[src/hdl/abe_pkg.sv]
// alpha blit engine: shared types, register indexes and item kinds
// no dependencies; used by every module of the block
package abe_pkg;

    localparam int COUNT_W   = 12;   // column/row counter width
    localparam int SIDE_W    = 13;   // rectangle side register width
    localparam int ORIGIN_W  = 12;   // origin register width
    localparam int ADDR_W    = 24;   // framebuffer pixel address width
    localparam int PIXEL_W   = 32;
    localparam int CHAN_W    = 8;
    localparam int CFG_IDX_W = 3;
    localparam int CFG_DATA_W = 13;
    localparam int QUEUE_DEPTH = 4;

    localparam logic [CFG_IDX_W-1:0] REG_SOURCE_WIDTH  = 3'd0;
    localparam logic [CFG_IDX_W-1:0] REG_SOURCE_HEIGHT = 3'd1;
    localparam logic [CFG_IDX_W-1:0] REG_TARGET_WIDTH  = 3'd2;
    localparam logic [CFG_IDX_W-1:0] REG_TARGET_HEIGHT = 3'd3;
    localparam logic [CFG_IDX_W-1:0] REG_TARGET_LEFT   = 3'd4;
    localparam logic [CFG_IDX_W-1:0] REG_TARGET_TOP    = 3'd5;
    localparam logic [CFG_IDX_W-1:0] REG_TARGET_STRIDE = 3'd6;

    localparam logic [CHAN_W-1:0] ALPHA_CLEAR  = 8'h00;
    localparam logic [CHAN_W-1:0] ALPHA_OPAQUE = 8'hFF;

    // what the back end does with an item
    localparam logic [1:0] KIND_SKIP  = 2'd0;   // alpha zero, no write
    localparam logic [1:0] KIND_COPY  = 2'd1;   // alpha full, copy source
    localparam logic [1:0] KIND_BLEND = 2'd2;   // partial alpha, mix channels
    localparam logic [1:0] KIND_EMPTY = 2'd3;   // clipped region is empty

    typedef struct packed {
        logic [SIDE_W-1:0]   source_width;
        logic [SIDE_W-1:0]   source_height;
        logic [SIDE_W-1:0]   target_width;
        logic [SIDE_W-1:0]   target_height;
        logic [ORIGIN_W-1:0] target_left;
        logic [ORIGIN_W-1:0] target_top;
        logic [SIDE_W-1:0]   target_stride;
    } cfg_t;

    typedef struct packed {
        logic [1:0]         kind;
        logic               last;
        logic [SIDE_W-1:0]  row_sum;     // target_top + row
        logic [SIDE_W-1:0]  col_sum;     // target_left + column
        logic [PIXEL_W-1:0] src;
        logic [23:0]        dst_rgb;
    } job_t;

endpackage

[src/hdl/abe_front.sv]
// alpha blit engine front end: walks the clipped region and classifies pixels
// depends on abe_pkg
module abe_front import abe_pkg::*; #(
    parameter int MAX_SIDE = 4096
) (
    input  logic               clk,
    input  logic               rst_n,
    input  cfg_t               cfg,
    input  logic               restart,
    input  logic               in_valid,
    input  logic [PIXEL_W-1:0] source_pixel,
    input  logic [PIXEL_W-1:0] current_pixel,
    input  logic               push_ready,
    output logic               push_valid,
    output job_t               push_job
);

    logic [COUNT_W-1:0] col_reg, col_next;
    logic [COUNT_W-1:0] row_reg, row_next;
    logic [SIDE_W-1:0]  min_w, min_h, draw_w, draw_h;
    logic               empty;
    logic               col_wrap, row_wrap;
    logic [CHAN_W-1:0]  alpha;
    logic               accept;

    always_comb
    begin
        min_w = (cfg.source_width < cfg.target_width) ? cfg.source_width
                                                      : cfg.target_width;
        min_h = (cfg.source_height < cfg.target_height) ? cfg.source_height
                                                        : cfg.target_height;
        draw_w = (32'(min_w) > 32'(MAX_SIDE)) ? SIDE_W'(MAX_SIDE) : min_w;
        draw_h = (32'(min_h) > 32'(MAX_SIDE)) ? SIDE_W'(MAX_SIDE) : min_h;
    end

    assign empty    = (draw_w == '0) || (draw_h == '0);
    assign col_wrap = ({1'b0, col_reg} + 13'd1) >= draw_w;
    assign row_wrap = ({1'b0, row_reg} + 13'd1) >= draw_h;
    assign alpha    = source_pixel[31:24];
    assign accept   = in_valid && push_ready;
    assign push_valid = in_valid;

    always_comb
    begin
        push_job.src     = source_pixel;
        push_job.dst_rgb = current_pixel[23:0];
        push_job.row_sum = {1'b0, cfg.target_top} + {1'b0, row_reg};
        push_job.col_sum = {1'b0, cfg.target_left} + {1'b0, col_reg};
        push_job.last    = empty || (col_wrap && row_wrap);
        if (empty)
            push_job.kind = KIND_EMPTY;
        else if (alpha == ALPHA_CLEAR)
            push_job.kind = KIND_SKIP;
        else if (alpha == ALPHA_OPAQUE)
            push_job.kind = KIND_COPY;
        else
            push_job.kind = KIND_BLEND;
    end

    always_comb
    begin
        col_next = col_reg;
        row_next = row_reg;
        if (restart)
        begin
            col_next = '0;
            row_next = '0;
        end
        else if (accept)
        begin
            if (empty)
            begin
                col_next = '0;
                row_next = '0;
            end
            else if (col_wrap)
            begin
                col_next = '0;
                row_next = row_wrap ? '0 : row_reg + 12'd1;
            end
            else
            begin
                col_next = col_reg + 12'd1;
            end
        end
    end

    always_ff @(posedge clk or negedge rst_n)
    begin
        if (!rst_n)
        begin
            col_reg <= '0;
            row_reg <= '0;
        end
        else
        begin
            col_reg <= col_next;
            row_reg <= row_next;
        end
    end

endmodule

[src/hdl/abe_queue.sv]
// alpha blit engine: short queue between front end and back end
// depends on abe_pkg
module abe_queue import abe_pkg::*; (
    input  logic clk,
    input  logic rst_n,
    input  logic in_valid,
    output logic in_ready,
    input  job_t in_job,
    output logic out_valid,
    input  logic out_ready,
    output job_t out_job
);

    localparam int PTR_W = $clog2(QUEUE_DEPTH);
    localparam int CNT_W = $clog2(QUEUE_DEPTH + 1);

    job_t             mem [QUEUE_DEPTH];
    logic [PTR_W-1:0] wr_ptr_reg, rd_ptr_reg;
    logic [CNT_W-1:0] count_reg, count_next;
    logic             push, pop;

    assign in_ready  = count_reg != CNT_W'(QUEUE_DEPTH);
    assign out_valid = count_reg != '0;
    assign out_job   = mem[rd_ptr_reg];
    assign push      = in_valid && in_ready;
    assign pop       = out_valid && out_ready;

    always_comb
    begin
        count_next = count_reg;
        if (push && !pop)
            count_next = count_reg + 1'b1;
        else if (pop && !push)
            count_next = count_reg - 1'b1;
    end

    always_ff @(posedge clk)
    begin
        if (push)
            mem[wr_ptr_reg] <= in_job;
    end

    always_ff @(posedge clk or negedge rst_n)
    begin
        if (!rst_n)
        begin
            wr_ptr_reg <= '0;
            rd_ptr_reg <= '0;
            count_reg  <= '0;
        end
        else
        begin
            if (push)
                wr_ptr_reg <= wr_ptr_reg + 1'b1;
            if (pop)
                rd_ptr_reg <= rd_ptr_reg + 1'b1;
            count_reg <= count_next;
        end
    end

endmodule

[src/hdl/abe_back.sv]
// alpha blit engine back end: address multiply, channel blend, output register
// depends on abe_pkg
module abe_back import abe_pkg::*; (
    input  logic               clk,
    input  logic               rst_n,
    input  logic [SIDE_W-1:0]  target_stride,
    input  logic               job_valid,
    output logic               job_ready,
    input  job_t               job,
    output logic               out_valid,
    input  logic               out_ready,
    output logic [ADDR_W-1:0]  write_address,
    output logic [PIXEL_W-1:0] write_data,
    output logic               write_enable,
    output logic               end_of_region
);

    // exact x/255 for x up to 255*255
    function automatic logic [CHAN_W-1:0] div255(input logic [16:0] x);
        logic [16:0] t;
        t = x + (x >> 8) + 17'd1;
        return t[15:8];
    endfunction

    // stage 1: products
    logic               s1_valid_reg;
    logic [1:0]         s1_kind_reg;
    logic               s1_last_reg;
    logic [PIXEL_W-1:0] s1_src_reg;
    logic [15:0]        s1_sa_reg [3];
    logic [15:0]        s1_db_reg [3];
    logic [25:0]        s1_row_prod_reg;
    logic [SIDE_W-1:0]  s1_col_sum_reg;

    logic               out_valid_reg;
    logic [ADDR_W-1:0]  addr_reg;
    logic [PIXEL_W-1:0] data_reg;
    logic               we_reg;
    logic               last_reg;

    logic              out_load, s1_load;
    logic [CHAN_W-1:0] alpha, alpha_inv;
    logic [CHAN_W-1:0] mix [3];
    logic [ADDR_W-1:0] addr_sum;

    assign out_load  = s1_valid_reg && (!out_valid_reg || out_ready);
    assign job_ready = !s1_valid_reg || out_load;
    assign s1_load   = job_valid && job_ready;
    assign alpha     = job.src[31:24];
    assign alpha_inv = ~alpha;

    always_ff @(posedge clk)
    begin
        if (s1_load)
        begin
            s1_kind_reg     <= job.kind;
            s1_last_reg     <= job.last;
            s1_src_reg      <= job.src;
            s1_row_prod_reg <= job.row_sum * target_stride;
            s1_col_sum_reg  <= job.col_sum;
            for (int c = 0; c < 3; c++)
            begin
                s1_sa_reg[c] <= job.src[c*8 +: 8] * alpha;
                s1_db_reg[c] <= job.dst_rgb[c*8 +: 8] * alpha_inv;
            end
        end
    end

    // stage 2: sums and division by 255
    always_comb
    begin
        for (int c = 0; c < 3; c++)
            mix[c] = div255({1'b0, s1_sa_reg[c]} + {1'b0, s1_db_reg[c]});
        addr_sum = s1_row_prod_reg[ADDR_W-1:0] + ADDR_W'(s1_col_sum_reg);
    end

    always_ff @(posedge clk)
    begin
        if (out_load)
        begin
            last_reg <= s1_last_reg;
            case (s1_kind_reg)
                KIND_EMPTY:
                begin
                    addr_reg <= '0;
                    data_reg <= '0;
                    we_reg   <= 1'b0;
                end
                KIND_SKIP:
                begin
                    addr_reg <= addr_sum;
                    data_reg <= '0;
                    we_reg   <= 1'b0;
                end
                KIND_COPY:
                begin
                    addr_reg <= addr_sum;
                    data_reg <= s1_src_reg;
                    we_reg   <= 1'b1;
                end
                default:
                begin
                    addr_reg <= addr_sum;
                    data_reg <= {ALPHA_OPAQUE, mix[2], mix[1], mix[0]};
                    we_reg   <= 1'b1;
                end
            endcase
        end
    end

    always_ff @(posedge clk or negedge rst_n)
    begin
        if (!rst_n)
        begin
            s1_valid_reg  <= 1'b0;
            out_valid_reg <= 1'b0;
        end
        else
        begin
            if (job_ready)
                s1_valid_reg <= job_valid;
            if (out_load)
                out_valid_reg <= 1'b1;
            else if (out_ready)
                out_valid_reg <= 1'b0;
        end
    end

    assign out_valid     = out_valid_reg;
    assign write_address = addr_reg;
    assign write_data    = data_reg;
    assign write_enable  = we_reg;
    assign end_of_region = last_reg;

endmodule

[src/hdl/alpha_blit_engine_core.sv]
// alpha blit engine top level: register file, front end, queue, back end
// depends on abe_pkg, abe_front, abe_queue, abe_back
// an accepted pixel is stored in the queue, then registered in back end stage 1 and in the output register
// throughput: one pixel per cycle while m_tready stays high, set by the two-stage back end pipeline
// the front end keeps taking pixels while the four-entry queue has room
// reset: registers to their reset values (stride 1), counters to 0, queue and pipe empty
module alpha_blit_engine_core import abe_pkg::*; #(
    parameter int MAX_SIDE = 4096
) (
    input  logic                  clk,
    input  logic                  rst_n,
    // configuration write port
    input  logic                  cfg_we,
    input  logic [CFG_IDX_W-1:0]  cfg_index,
    input  logic [CFG_DATA_W-1:0] cfg_data,
    // pixel input
    input  logic                  s_tvalid,
    output logic                  s_tready,
    input  logic [63:0]           s_tdata,   // source_pixel[31:0], current_pixel[63:32]
    // write output
    output logic                  m_tvalid,
    input  logic                  m_tready,
    output logic [55:0]           m_tdata,   // write_address[23:0], write_data[55:24]
    output logic                  m_tuser,   // write_enable
    output logic                  m_tlast    // end_of_region
);

    cfg_t cfg_reg;
    logic restart;
    logic push_valid, push_ready;
    job_t push_job;
    logic pop_valid, pop_ready;
    job_t pop_job;
    logic [ADDR_W-1:0]  write_address;
    logic [PIXEL_W-1:0] write_data;

    // any write to a known register restarts the region walk
    assign restart = cfg_we && (cfg_index <= REG_TARGET_STRIDE);

    always_ff @(posedge clk or negedge rst_n)
    begin
        if (!rst_n)
        begin
            // all fields zero except the stride, which is the lowest field
            cfg_reg <= {{(4*SIDE_W + 2*ORIGIN_W){1'b0}}, SIDE_W'(1)};
        end
        else if (cfg_we)
        begin
            case (cfg_index)
                REG_SOURCE_WIDTH:  cfg_reg.source_width  <= cfg_data;
                REG_SOURCE_HEIGHT: cfg_reg.source_height <= cfg_data;
                REG_TARGET_WIDTH:  cfg_reg.target_width  <= cfg_data;
                REG_TARGET_HEIGHT: cfg_reg.target_height <= cfg_data;
                REG_TARGET_LEFT:   cfg_reg.target_left   <= cfg_data[ORIGIN_W-1:0];
                REG_TARGET_TOP:    cfg_reg.target_top    <= cfg_data[ORIGIN_W-1:0];
                REG_TARGET_STRIDE: cfg_reg.target_stride <= cfg_data;
                default:           ;   // unknown index, ignored
            endcase
        end
    end

    // front end: counts position in the clipped region, tags each pixel
    abe_front #(
        .MAX_SIDE (MAX_SIDE)
    ) u_front (
        .clk           (clk),
        .rst_n         (rst_n),
        .cfg           (cfg_reg),
        .restart       (restart),
        .in_valid      (s_tvalid),
        .source_pixel  (s_tdata[31:0]),
        .current_pixel (s_tdata[63:32]),
        .push_ready    (push_ready),
        .push_valid    (push_valid),
        .push_job      (push_job)
    );

    // decoupling queue; its free space is the input ready
    abe_queue u_queue (
        .clk       (clk),
        .rst_n     (rst_n),
        .in_valid  (push_valid),
        .in_ready  (push_ready),
        .in_job    (push_job),
        .out_valid (pop_valid),
        .out_ready (pop_ready),
        .out_job   (pop_job)
    );

    assign s_tready = push_ready;

    // back end: address and blend math, registered output transaction
    abe_back u_back (
        .clk           (clk),
        .rst_n         (rst_n),
        .target_stride (cfg_reg.target_stride),
        .job_valid     (pop_valid),
        .job_ready     (pop_ready),
        .job           (pop_job),
        .out_valid     (m_tvalid),
        .out_ready     (m_tready),
        .write_address (write_address),
        .write_data    (write_data),
        .write_enable  (m_tuser),
        .end_of_region (m_tlast)
    );

    assign m_tdata = {write_data, write_address};

endmodule

[config.mk]
export PLATFORM = sky130hd
export DESIGN_NAME = alpha_blit_engine_core
export DESIGN_NICKNAME = d
export VERILOG_FILES = /design/src/hdl/abe_pkg.sv /design/src/hdl/abe_front.sv /design/src/hdl/abe_queue.sv /design/src/hdl/abe_back.sv /design/src/hdl/alpha_blit_engine_core.sv
export SDC_FILE = /design/constraint.sdc
export NUM_CORES = 2
export LEC_CHECK = 0
export BUFFER_PORTS_ARGS = -buffer_cell sky130_fd_sc_hd__buf_2
export CAP_MARGIN = 0
export CORE_MARGIN = 5
export CORE_UTILIZATION = 42
export CTS_BUF_LIST = sky130_fd_sc_hd__clkbuf_4
export CTS_CLUSTER_DIAMETER = 80
export DETAILED_ROUTE_END_ITERATION = 12
export SETUP_SLACK_MARGIN = 0.2
export SLEW_MARGIN = 20
export SYNTH_ARGS = -nofsm -noshare
export SYNTH_HDL_FRONTEND = slang
export SYNTH_SLANG_ARGS = --single-unit
[constraint.sdc]
create_clock -name clk -period 26.2 [get_ports clk]
set_clock_uncertainty 0.1 [all_clocks]
set_input_delay 1.31 -clock clk [delete_from_list [all_inputs] [get_ports clk]]
set_output_delay 1.31 -clock clk [all_outputs]
set_load 0.01 [all_outputs]
==> results.md <==
* Run status: finished, final reports clean
* DR DRC count at 0
* Area added between synthesis and finish at 10.1%
* Worst Setup End Kind: flip-flop
* Cells along the critical path: buf_4 > buf_4 > mux2_2 > o21ai_1 > inv_1 > nand2_1 > fa_1 > fa_1 > inv_1 > fa_1 > inv_1 > fa_1 > inv_1 > ha_1 > a21boi_0 > o21ai_0 > a21boi_0 > o2111ai_1 > a31oi_1 > xnor2_1
* Gr ovfl total at 0
* Setup violators final at 0
* Top delay family on crit path: adder cells
* Asr flop ratio synth at approximately 18%
* Syn avg cell area at 11.4 um2
* Worst EP required at 26860 ps
* Multi-input gate area at 26000 um2
* Maximum clock path buffer count at 3
* I/O Buffers at 136
* Max FFs per register at 340
* Total CTS buffers at 184
* Ys flop type: edfxtp_1
* Final hold violations at 0
* Wirelength per Cell at 18.1 um
* Clock transition at the registers of the reported paths at approximately 70 ps
* Number of global-route vias before repair at 32900
* Min Clock Period, post-route at 7890 ps
* Setup TNS at 0 ps
* Overall Global Routing Usage at a little under a fifth
* RD Place Congestion at between 0.8 and 0.9
* CTS tree: done
* PostCTS Resize Cnt at 0
* I/O pins at 145
* Drt initial violations at 1896
* Clock Latency Late Sink at roughly 1100 ps
* Worst path arrival time at 8550 ps
* Crit path max fanout at 55
* TritonRoute pass-1 iters at 5
* Max Cap Violations at 0
* Share of the synthesized area in the top cell type at 34.9%
* Dpl ws at around 18000 ps
* Tcrit/Tclk final at 30.1%
* Initial antenna violation count at 19
* Post-Route WL at 111000 um
* Root Buffer: clkbuf_4
* Row cnt at about 120
* Fillers at 10600
* Share of cells above drive strength 1 at 15.0%
* RSZ-0062 raised after global routing: false
* Synthesized cell area at between 40000 and 50000 um2
* Top-count cell post-synth: inv_1
* Post-layout nets at 5361
* Final Max Slew Viols at 0
* Slowest CP cell: o21ai_1
* Fmax at 127 MHz
* Actual slew at the worst max-slew pin at 1170 ps
* Count of unique library cells instantiated by Yosys at 83
* DRT antenna net count at 0
* Max incr delay on CP at 830 ps
* Initial Utilization at 42.4%
* EDFF count, synth at 566
* Final core utilization at 46.7%
* First-pass GRT wire length at 180000 um
* Core box area at 115000 um2
* CTS Sinks at 688
* Synth warn at 0
* Die ar. at 123000 um2
* Slew HR at 21.2%
* Number of synthesized register bits at 688
* Chip width at 350 um
* Ranking of synthesized cells by area: edfxtp_1, fa_1, ha_1
* Commonest cells post-synth: inv_1, edfxtp_1, ha_1, nand2_1, fa_1
* Via count at 31800
* Worst Slack Setup Final at 18310 ps
* Critical path class: flip-flop to flip-flop
* Area leader, netlist: edfxtp_1
* Mapped Nets at 5128
* Worst Setup Start Kind: flip-flop
* HP Class: primary input to asynchronous set/reset pin
* Via/cell ratio at 5.17
* Hold Buf Count CTS at 0
* Mapped Cells at about 4300
* CP bufs+invs at 6
* Sequential fraction of the synthesis area at between 40% and 50%
* Final HPWL DP at 81600 um
* CTS H-tree lvls at 4
* Register area at 20100 um2
* Setup Fix Bufs, Post-CTS at 0
* Die Y at 350 um
* Largest net degree at the start of global routing at 81
==> cell families after synthesis <==
logic type                 count (synthesis)  share of synthesized area, %
DFF                                      688                          41.2
adders and majority gates                790                          25.6
muxes                                    230                          6.42
xor gates and xnor gates                 198                          3.58
and+or+nand+nor                         1135                          10.8
buffers and inverters                    714                          5.56
AOI/OAI and AO/OA                        498                          6.79
==> metrics by stage <==
stage	hold slack, ps	cells	instance area [um2]
CTS	104	6133	53500
detailed placement	314	5812	51100
floorplan	300	4253	48600
global placement	312	5812	51100
finish	265	6147	53500
global route	184	6144	53500
==> worst paths after layout <==
| kind | from | to | slack, ps | depth (start not counted) |
|---|---|---|---|---|
| hold reg to reg | u_back.s1_last_reg | u_back.end_of_region | 330 | 0 |
| max in group asynchronous | rst_n | cfg_reg[1] | 24400 | 2 |
| hold / removal | rst_n | cfg_reg[46] | 270 | 1 |
| setup / recovery | u_queue.rd_ptr_reg[1] | u_back.s1_sa_reg[0][15] | 18310 | 20 |
| setup reg to reg | u_queue.rd_ptr_reg[1] | u_back.s1_sa_reg[0][15] | 18310 | 20 |
| min in group clk | u_back.s1_last_reg | u_back.end_of_region | 330 | 0 |
==> worst register-to-register path, cell delays in order, from the launching register on <==
cell and delay, ps:
dfrtp_4 610, buf_4 600, buf_4 840, mux2_2 480, o21ai_1 830, inv_1 280, nand2_1 170, fa_1 470
fa_1 500, inv_1 50, fa_1 470, inv_1 60, fa_1 510, inv_1 50, ha_1 300, a21boi_0 240
o21ai_0 130, a21boi_0 380, o2111ai_1 190, a31oi_1 200, xnor2_1 110
==> layer usage <==
layer	up-vias	part of all wire, %	GRT usage [%]
met1	15800	47	26.3
li1	15100	-	-
met2	694	45	29.2
met5	-	0	0
met4	0	1.9	5.19
met3	153	6.0	4.15
==> layout make-up <==
cell class                 instances  share of cell area, %
inverter                         588                   4.12
tap                             1512                   3.53
multi-input combinational       2851                   48.5
clock inverter                    60                  0.837
antenna                           14                 0.0654
clock buffer                     261                   3.66
timing repair buffer             173                   1.79
sequential                       688                   37.5
==> cells in the final DEF (no fill, tap or decap), types with 9 or more instances in the layout <==
cell type and count:
mux4_2 52, and2_1 140, o21ai_0 116, or3_1 22, clkinv_2 11, dfrtp_1 119
xor2_1 54, buf_4 38, clkinv_1 33, o21ai_1 37, o21bai_1 13, fa_1 343
buf_2 135, ha_1 447, diode_2 14, nand2_1 413, nor2b_1 34, nor3_1 44
mux2i_1 45, and3_1 28, mux2_2 132, nand3_1 64, o41a_1 10, xnor2_1 143
o21a_1 28, nor4_1 16, nand4_1 20, a32o_1 12, edfxtp_1 566, o31ai_1 9
nand2b_1 40, inv_1 583, a21oi_1 105, nor2_1 282, o2111ai_1 14, clkbuf_4 261
a21o_1 45, a211oi_1 17, o21ai_2 9
Power is not shown: default switching activity piles up to over one toggle a cycle in this logic, so the estimate is an artifact.
